<file path="config.mk">
export PLATFORM = sky130hd
export DESIGN_NAME = polynomial_multiply
export DESIGN_NICKNAME = d
export VERILOG_FILES = /design/src/pm_pkg.sv /design/src/pm_front.sv /design/src/pm_queue.sv /design/src/pm_back.sv /design/src/polynomial_multiply.sv
export SDC_FILE = /design/constraint.sdc
export NUM_CORES = 2
export LEC_CHECK = 0
export BUFFER_PORTS_ARGS = -buffer_cell sky130_fd_sc_hd__buf_4
export CORE_ASPECT_RATIO = 0.9
export CORE_UTILIZATION = 65
export DETAILED_ROUTE_END_ITERATION = 6
export PLACE_DENSITY_LB_ADDON = 0.1
export SLEW_MARGIN = 20
export SYNTH_ARGS = -nofsm -noshare
export SYNTH_HDL_FRONTEND = slang
export SYNTH_HIERARCHICAL = 1
export SYNTH_SLANG_ARGS = --single-unit
</file>
<file path="constraint.sdc">
create_clock -name clk -period 13.9 [get_ports clk]
set_clock_uncertainty 0.05 [all_clocks]
set_input_delay 0.695 -clock clk [delete_from_list [all_inputs] [get_ports clk]]
set_output_delay 0.695 -clock clk [all_outputs]
set_load 0.01 [all_outputs]
</file>
<file path="src/pm_pkg.sv">
package pm_pkg;

  // Default and largest supported store depth.
  localparam int PM_MAX_TERMS   = 32;
  localparam int PM_MAX_LIMIT   = 256;

  localparam int PM_COEFF_W     = 16;
  localparam int PM_SUM_W       = 40;
  localparam int PM_POW_W       = 6;
  localparam int PM_ADDR_W      = $clog2(PM_MAX_LIMIT);
  localparam int PM_CNT_W       = $clog2(PM_MAX_LIMIT + 1);
  localparam int PM_QUEUE_DEPTH = 4;

  // Input func codes.
  typedef enum logic {
    SEL_P = 1'b0,
    SEL_Q = 1'b1
  } sel_t;

  // Command from the front part to the back part.
  typedef struct packed {
    logic                         wr;
    sel_t                         sel;
    logic [PM_ADDR_W-1:0]         addr;
    logic signed [PM_COEFF_W-1:0] data;
    logic                         run;
    logic [PM_CNT_W-1:0]          np;
    logic [PM_CNT_W-1:0]          nq;
    logic                         trunc;
  } pm_cmd_t;

endpackage

</file>
<file path="src/pm_front.sv">
module pm_front
  import pm_pkg::*;
#(
  parameter int MAX_TERMS = PM_MAX_TERMS
) (
  input  logic                         clk,
  input  logic                         rst_n,
  input  logic                         in_valid,
  output logic                         in_ready,
  input  logic                         in_func,
  input  logic signed [PM_COEFF_W-1:0] in_coeff_value,
  input  logic                         in_last_coeff,
  output pm_cmd_t                      cmd,
  output logic                         cmd_valid,
  input  logic                         cmd_ready
);

  localparam int CW = $clog2(MAX_TERMS + 1);

  logic [CW-1:0] p_cnt_r, p_cnt_nxt;
  logic [CW-1:0] q_cnt_r, q_cnt_nxt;
  logic          closed_r, closed_nxt;
  logic          ovf_r, ovf_nxt;
  logic [CW-1:0] p_base;
  logic [CW-1:0] q_base;
  logic          ovf_base;
  logic          restart;
  logic          room;
  logic          accept;

  assign in_ready  = cmd_ready;
  assign cmd_valid = in_valid;
  assign accept    = in_valid && cmd_ready;

  always_comb begin
    restart    = (sel_t'(in_func) == SEL_P) && closed_r;
    p_base     = restart ? '0 : p_cnt_r;
    q_base     = restart ? '0 : q_cnt_r;
    ovf_base   = restart ? 1'b0 : ovf_r;
    room       = 1'b0;
    p_cnt_nxt  = p_base;
    q_cnt_nxt  = q_base;
    ovf_nxt    = ovf_base;
    closed_nxt = closed_r;
    cmd        = '0;
    cmd.sel    = sel_t'(in_func);
    cmd.data   = in_coeff_value;
    if (sel_t'(in_func) == SEL_P) begin
      room       = p_base < CW'(MAX_TERMS);
      cmd.wr     = room;
      cmd.addr   = PM_ADDR_W'(p_base);
      p_cnt_nxt  = p_base + CW'(room);
      ovf_nxt    = ovf_base | ~room;
      closed_nxt = in_last_coeff;
    end else begin
      room       = q_cnt_r < CW'(MAX_TERMS);
      cmd.wr     = room;
      cmd.addr   = PM_ADDR_W'(q_cnt_r);
      q_cnt_nxt  = q_cnt_r + CW'(room);
      ovf_nxt    = ovf_r | ~room;
      closed_nxt = 1'b1;
      if (in_last_coeff) begin
        // Close the pair: hand counts to the engine, start fresh.
        cmd.run    = 1'b1;
        cmd.np     = PM_CNT_W'(p_cnt_r);
        cmd.nq     = PM_CNT_W'(q_cnt_nxt);
        cmd.trunc  = ovf_nxt;
        p_cnt_nxt  = '0;
        q_cnt_nxt  = '0;
        ovf_nxt    = 1'b0;
        closed_nxt = 1'b0;
      end
    end
  end

  always_ff @(posedge clk) begin
    if (!rst_n) begin
      p_cnt_r  <= '0;
      q_cnt_r  <= '0;
      closed_r <= 1'b0;
      ovf_r    <= 1'b0;
    end else if (accept) begin
      p_cnt_r  <= p_cnt_nxt;
      q_cnt_r  <= q_cnt_nxt;
      closed_r <= closed_nxt;
      ovf_r    <= ovf_nxt;
    end
  end

endmodule

</file>
<file path="src/pm_queue.sv">
module pm_queue
  import pm_pkg::*;
(
  input  logic    clk,
  input  logic    rst_n,
  input  pm_cmd_t push_cmd,
  input  logic    push_valid,
  output logic    push_ready,
  output pm_cmd_t pop_cmd,
  output logic    pop_valid,
  input  logic    pop_ready
);

  localparam int DEPTH = PM_QUEUE_DEPTH;
  localparam int PW    = $clog2(DEPTH);
  localparam int NW    = $clog2(DEPTH + 1);

  pm_cmd_t         slot_r [DEPTH];
  logic [PW-1:0]   wr_ptr_r;
  logic [PW-1:0]   rd_ptr_r;
  logic [NW-1:0]   cnt_r;
  logic            push;
  logic            pop;

  assign push_ready = cnt_r != NW'(DEPTH);
  assign pop_valid  = cnt_r != '0;
  assign pop_cmd    = slot_r[rd_ptr_r];
  assign push       = push_valid && push_ready;
  assign pop        = pop_valid && pop_ready;

  always_ff @(posedge clk) begin
    if (push) begin
      slot_r[wr_ptr_r] <= push_cmd;
    end
  end

  always_ff @(posedge clk) begin
    if (!rst_n) begin
      wr_ptr_r <= '0;
      rd_ptr_r <= '0;
      cnt_r    <= '0;
    end else begin
      if (push) begin
        wr_ptr_r <= (wr_ptr_r == PW'(DEPTH - 1)) ? '0 : wr_ptr_r + PW'(1);
      end
      if (pop) begin
        rd_ptr_r <= (rd_ptr_r == PW'(DEPTH - 1)) ? '0 : rd_ptr_r + PW'(1);
      end
      cnt_r <= cnt_r + NW'(push) - NW'(pop);
    end
  end

endmodule

</file>
<file path="src/pm_back.sv">
module pm_back
  import pm_pkg::*;
#(
  parameter int MAX_TERMS = PM_MAX_TERMS
) (
  input  logic                  clk,
  input  logic                  rst_n,
  input  pm_cmd_t               cmd,
  input  logic                  cmd_valid,
  output logic                  cmd_ready,
  output logic                  out_valid,
  input  logic                  out_ready,
  output logic [PM_SUM_W-1:0]   out_product_coeff,
  output logic [PM_POW_W-1:0]   out_power,
  output logic                  out_last_term,
  output logic                  out_truncated
);

  localparam int AW     = $clog2(MAX_TERMS);
  localparam int CW     = $clog2(MAX_TERMS + 1);
  localparam int KW     = CW + 1;
  localparam int PROD_W = 2 * PM_COEFF_W;

  typedef struct packed {
    logic                first;
    logic                last;
    logic [PM_POW_W-1:0] power;
    logic                last_term;
  } tag_t;

  logic signed [PM_COEFF_W-1:0] p_mem [MAX_TERMS];
  logic signed [PM_COEFF_W-1:0] q_mem [MAX_TERMS];

  // Job and sequencer registers.
  logic          run_r;
  logic [CW-1:0] np_r;
  logic [CW-1:0] nq_r;
  logic          pzero_r;
  logic          trunc_r;
  logic [KW-1:0] lastk_r;
  logic [KW-1:0] k_r;
  logic [AW-1:0] i_r;
  logic [AW-1:0] ihi_r;
  logic          first_r;

  // Pipeline stages.
  logic                         s0_v_r, s1_v_r, s2_v_r;
  logic [AW-1:0]                s0_i_r, s0_j_r;
  tag_t                         s0_tag_r, s1_tag_r, s2_tag_r;
  logic signed [PM_COEFF_W-1:0] p_rd_r, q_rd_r;
  logic signed [PROD_W-1:0]     prod_r;
  logic [PM_SUM_W-1:0]          acc_r;
  logic                         out_valid_r;
  logic [PM_SUM_W-1:0]          out_coeff_r;
  logic [PM_POW_W-1:0]          out_power_r;
  logic                         out_last_r;
  logic                         out_trunc_r;

  logic                         adv;
  logic                         busy;
  logic                         pop;
  logic [CW-1:0]                np_in;
  logic                         np_zero;
  logic [CW-1:0]                np_eff;
  logic [CW-1:0]                nq_in;
  logic                         end_k;
  logic                         end_job;
  logic [KW-1:0]                k_inc;
  logic [AW-1:0]                ilo_nxt;
  logic [AW-1:0]                ihi_nxt;
  logic [AW-1:0]                j_cur;
  logic signed [PM_COEFF_W-1:0] p_op;
  logic [PM_SUM_W-1:0]          sum;

  assign adv       = !out_valid_r || out_ready;
  assign busy      = run_r || s0_v_r || s1_v_r || s2_v_r;
  assign cmd_ready = !busy;
  assign pop       = cmd_valid && !busy;

  assign np_in   = cmd.np[CW-1:0];
  assign nq_in   = cmd.nq[CW-1:0];
  assign np_zero = np_in == '0;
  assign np_eff  = np_zero ? CW'(1) : np_in;

  // Index window for the next power: i from max(0, k-nq+1) to min(k, np-1).
  assign end_k   = i_r == ihi_r;
  assign end_job = end_k && (k_r == lastk_r);
  assign k_inc   = k_r + KW'(1);
  assign ilo_nxt = (k_inc >= KW'(nq_r)) ? AW'(k_inc - KW'(nq_r) + KW'(1)) : '0;
  assign ihi_nxt = (k_inc < KW'(np_r)) ? AW'(k_inc) : AW'(np_r - CW'(1));
  assign j_cur   = AW'(k_r - KW'(i_r));

  assign p_op = pzero_r ? '0 : p_rd_r;
  assign sum  = (s2_tag_r.first ? '0 : acc_r)
              + {{(PM_SUM_W - PROD_W){prod_r[PROD_W-1]}}, prod_r};

  always_ff @(posedge clk) begin
    if (pop && cmd.wr && cmd.sel == SEL_P) begin
      p_mem[cmd.addr[AW-1:0]] <= cmd.data;
    end
    if (adv) begin
      p_rd_r <= p_mem[s0_i_r];
    end
  end

  always_ff @(posedge clk) begin
    if (pop && cmd.wr && cmd.sel == SEL_Q) begin
      q_mem[cmd.addr[AW-1:0]] <= cmd.data;
    end
    if (adv) begin
      q_rd_r <= q_mem[s0_j_r];
    end
  end

  always_ff @(posedge clk) begin
    if (!rst_n) begin
      run_r       <= 1'b0;
      s0_v_r      <= 1'b0;
      s1_v_r      <= 1'b0;
      s2_v_r      <= 1'b0;
      out_valid_r <= 1'b0;
    end else begin
      if (pop && cmd.run) begin
        run_r <= 1'b1;
      end else if (run_r && adv && end_job) begin
        run_r <= 1'b0;
      end
      if (adv) begin
        s0_v_r      <= run_r;
        s1_v_r      <= s0_v_r;
        s2_v_r      <= s1_v_r;
        out_valid_r <= s2_v_r && s2_tag_r.last;
      end
    end
  end

  always_ff @(posedge clk) begin
    if (pop && cmd.run) begin
      np_r    <= np_eff;
      nq_r    <= nq_in;
      pzero_r <= np_zero;
      trunc_r <= cmd.trunc;
      lastk_r <= KW'(np_eff) + KW'(nq_in) - KW'(2);
      k_r     <= '0;
      i_r     <= '0;
      ihi_r   <= '0;
      first_r <= 1'b1;
    end else if (run_r && adv) begin
      if (end_k) begin
        k_r     <= k_inc;
        i_r     <= ilo_nxt;
        ihi_r   <= ihi_nxt;
        first_r <= 1'b1;
      end else begin
        i_r     <= i_r + AW'(1);
        first_r <= 1'b0;
      end
    end
    if (adv) begin
      s0_i_r             <= i_r;
      s0_j_r             <= j_cur;
      s0_tag_r.first     <= first_r;
      s0_tag_r.last      <= end_k;
      s0_tag_r.power     <= PM_POW_W'(k_r);
      s0_tag_r.last_term <= end_job;
      s1_tag_r           <= s0_tag_r;
      s2_tag_r           <= s1_tag_r;
      prod_r             <= p_op * q_rd_r;
      if (s2_v_r) begin
        acc_r <= sum;
      end
      if (s2_v_r && s2_tag_r.last) begin
        out_coeff_r <= sum;
        out_power_r <= s2_tag_r.power;
        out_last_r  <= s2_tag_r.last_term;
        out_trunc_r <= trunc_r;
      end
    end
  end

  assign out_valid         = out_valid_r;
  assign out_product_coeff = out_coeff_r;
  assign out_power         = out_power_r;
  assign out_last_term     = out_last_r;
  assign out_truncated     = out_trunc_r;

endmodule

</file>
<file path="src/polynomial_multiply.sv">
// Coefficient items are taken one per cycle while the command queue has room; each costs
// one queue slot. The item carrying the last Q coefficient starts a product pass: one
// multiply-accumulate per coefficient pair on one shared 16x16 multiplier. Results pass
// from the sequencer through stages s0, s1 and s2 to the output register; a 4-entry
// command queue lets loading of the next pair proceed during a pass until it fills.
// Reset (rst_n low, synchronous) empties the queue, clears counts, flags and valids.
module polynomial_multiply
  import pm_pkg::*;
#(
  parameter int MAX_TERMS = PM_MAX_TERMS
) (
  input  logic                         clk,
  input  logic                         rst_n,
  input  logic                         in_valid,
  output logic                         in_ready,
  input  logic                         in_func,
  input  logic signed [PM_COEFF_W-1:0] in_coeff_value,
  input  logic                         in_last_coeff,
  output logic                         out_valid,
  input  logic                         out_ready,
  output logic signed [PM_SUM_W-1:0]   out_product_coeff,
  output logic [PM_POW_W-1:0]          out_power,
  output logic                         out_last_term,
  output logic                         out_truncated
);

  // Front: count coefficients per polynomial, pick store addresses, drop overflow,
  // and close a pair on the last Q item.
  pm_cmd_t front_cmd;
  logic    front_valid;
  logic    front_ready;

  // Back: write stores, then sweep the product when a run command arrives.
  pm_cmd_t back_cmd;
  logic    back_valid;
  logic    back_ready;
  logic [PM_SUM_W-1:0] product_bits;

  pm_front #(
    .MAX_TERMS (MAX_TERMS)
  ) u_front (
    .clk            (clk),
    .rst_n          (rst_n),
    .in_valid       (in_valid),
    .in_ready       (in_ready),
    .in_func        (in_func),
    .in_coeff_value (in_coeff_value),
    .in_last_coeff  (in_last_coeff),
    .cmd            (front_cmd),
    .cmd_valid      (front_valid),
    .cmd_ready      (front_ready)
  );

  // Decouple the item rate from the engine.
  pm_queue u_queue (
    .clk        (clk),
    .rst_n      (rst_n),
    .push_cmd   (front_cmd),
    .push_valid (front_valid),
    .push_ready (front_ready),
    .pop_cmd    (back_cmd),
    .pop_valid  (back_valid),
    .pop_ready  (back_ready)
  );

  pm_back #(
    .MAX_TERMS (MAX_TERMS)
  ) u_back (
    .clk               (clk),
    .rst_n             (rst_n),
    .cmd               (back_cmd),
    .cmd_valid         (back_valid),
    .cmd_ready         (back_ready),
    .out_valid         (out_valid),
    .out_ready         (out_ready),
    .out_product_coeff (product_bits),
    .out_power         (out_power),
    .out_last_term     (out_last_term),
    .out_truncated     (out_truncated)
  );

  assign out_product_coeff = signed'(product_bits);

endmodule

</file>
==> impl_results.md <==
* Worst Path Required at between 10 and 15 ns
* Syn_nets at between 4000 and 5000
* Max clock buf depth at 3
* CP dominant cell by count: fa_1
* First-pass GRT wire length at approximately 230000 um
* Multi-input logic area at between 0.02 and 0.025 sq mm
* Port bufs at 71
* Routed Antenna Nets at 0
* Drt first pass iters at 5
* Die Y at about 310 um
* Final setup violating endpoints at 0
* CTS H-tree lvls at 4
* # IOs at just over 70
* Setup CP Type: reg2reg
* Die Area at 0.104 sq mm
* Vias in the first global route at 36376
* WP data arrival at 7.86 ns
* Cell Count, Final, Fillers Out at 5469
* Die width at about 340 um
* Clock latency on the worst-skew pair at ~0.76 ns
* Antenna Cells at 0
* Syn Area/Cell at 17.3 sq um
* Resized Gates After CTS at 0
* Slowest CP cell: edfxtp_1
* Min-Delay Endpoint: u_queue/slot_r[2][28]
* Final Max Slew Viols at 0
* Post-Route WL at 148000 um
* HP Start: in_coeff_value[8]
* Starting Density at ~66%
* Vias per cell at ~6.3
* Vias at 34681
* Synthesized area at ~0.067 sq mm
* Total grt overflow at 0
* Maximum number of pins on one net before global-route repair at between 100 and 150
* Unrepaired setup endpoints after global routing: no
* Post-CTS Setup Inserts at 0
* Setup TNS at 0 ns
* Dpl hpwl at 90400 um
* Relative slew slack at 17.2%
* Outcome: finished, final reports clean
* Fill cells at about 6200
* Max Fclk at 0.137 GHz
* GP Congestion at roughly 0.86
* Final Cycle Share at between 50 and 60%
* Routed length per instance at between 20 and 30 um
* HP Class: in2reg
* All-Layer GR Usage at 29.5%
* Min Tclk post-route at between 7 and 8 ns
* Slowest Stage Delay on Critical Path at 0.65 ns
* Cells after Synth at 3872
* Hold depth at 1
* R2r endpoint: u_back/prod_r[26]
* Worst-path clk slew at 0.06 ns
* Sequential cell area at 0.0424 sq mm
* Fin nets at roughly 4500
* Clk sink count at 1428
* Share of layout cells above drive strength 1 at around a fifth
* Post-Place Cells at roughly 5200
* CTS tree: yes
* Setup slack, reg-to-reg at 6.60 ns
* CTS Buf Count at 140
* Startpoint Class: flip-flop
* Crit end category: flip-flop
* Final instance area at about 0.074 sq mm
* Hold Buf Count CTS at 0
* Worst r2r path cells at 23
* Layout area overhead at 9.99%
* YS warnings at 6
* Root buffer cell: clkbuf_16
* Initial antenna violation count at 2
* Hold Slack at approximately 0.084 ns
* Max capacitance violation total at 0
* DR iter-0 viols at between 3000 and 4000
* Worst slew pin tran at ~1.2 ns
* # DRC at 0
* DP Area at roughly 0.069 sq mm
* Rows at 111
* Crit path max fanout at 16
* CORE AREA at ~0.1 sq mm
* Worst path cell trace: nor2b_2, nand2_1, fa_1, inv_1, fa_1, inv_1, fa_1, inv_1, fa_1, fa_1, inv_1, fa_1, inv_1, ha_1, o21a_1, o211ai_1, nand2_1, a31o_2, and3_1, a221oi_2, o21ai_2, a2111oi_0, nand4b_1
* Final Hold Viols at 0
* Worst r2r src: u_back/pzero_r
[per-layer routing]
| layer | GRT usage, % | routed length [um] | vias up | part of all wire [%] |
|---|---|---|---|---|
| met1 | 41.7 | 58700 | 18150 | 40 |
| met3 | 5.73 | 12200 | 247 | 8.3 |
| met4 | 8.61 | 3890 | 4 | 2.6 |
| met5 | 0 | 23 | - | 0.016 |
| li1 | - | - | 14724 | - |
| met2 | 47.4 | 73000 | 1556 | 49 |
[final cells by class]
cell class,instances,share of cell area [%]
clock inverter,70,0.860
sequential,1428,57.7
timing repair buffer,162,1.73
multi-input combinational,1885,30.3
inverter,384,1.96
tap,1356,2.31
clock buffer,184,5.12
[worst max-delay path by stage]
| stage | startpoint | endpoint | slack (ns) | cells after the start |
|---|---|---|---|---|
| 6_report | u_back/pzero_r | u_back/prod_r[26] | 6.60 | 23 |
| 2_1_floorplan | u_back/pzero_r | u_back/prod_r[31] | 7.15 | 25 |
| 5_1_grt | u_back/pzero_r | u_back/prod_r[26] | 6.24 | 20 |
| 3_5_place_dp | u_back/pzero_r | u_back/prod_r[26] | 6.40 | 20 |
| 3_3_place_gp | u_back/pzero_r | u_back/prod_r[31] | 6.56 | 21 |
| 4_1_cts | u_back/pzero_r | u_back/prod_r[26] | 6.34 | 20 |
[sequential cells by signal, summed over array words and instances, names as in the netlist, 6 cells and up, named ones only]
register,count
u_back/lastk_r,7
u_front/q_cnt_r,6
u_back/out_power,6
u_back/nq_r,6
u_queue/slot_r,148
u_back/p_rd_r,16
u_back/q_rd_r,16
u_back/out_product_coeff,40
u_back/s0_tag_r,9
u_front/p_cnt_r,6
u_back/np_r,6
u_back/p_mem,512
u_back/q_mem,512
u_back/acc_r,40
u_back/k_r,7
u_back/s2_tag_r,9
u_back/prod_r,32
u_back/s1_tag_r,9
[through the flow]
| stage | util [%] | worst slack [ns] |
|---|---|---|
| 2_1_floorplan | - | 7.15 |
| 3_3_place_gp | 67.8 | 6.56 |
| 3_5_place_dp | 67.8 | 6.40 |
| 4_1_cts | 72.2 | 6.34 |
| 5_1_grt | 72.2 | 6.24 |
| 6_report | 72.2 | 6.60 |
[placed cells by master (no fill, tap or decap), types with 39 or more instances in the layout]
master and instances:
and2_1 133, buf_4 157, nor2b_1 58, nor2_1 127, mux4_2 352, clkbuf_1 39, dfxtp_1 45, ha_1 165
nand2_1 187, edfxtp_1 1382, clkbuf_16 144, a21o_1 42, xnor2_1 77, inv_1 382, fa_1 268, o21ai_0 48
a21oi_1 70
[worst max-delay path: cells and delay by family, from the launching register on]
family / cells / cell delay [ns]
AOI/OAI and AO/OA: 6 / 1.60
adders and majority gates: 7 / 3.32
buffers and inverters: 5 / 0.24
DFF: 1 / 0.65
and+or+nand+nor: 5 / 1.27
Power is left out: the tool's default activity adds up to more than one toggle a clock period on the data nets, which glitch-free logic cannot reach.
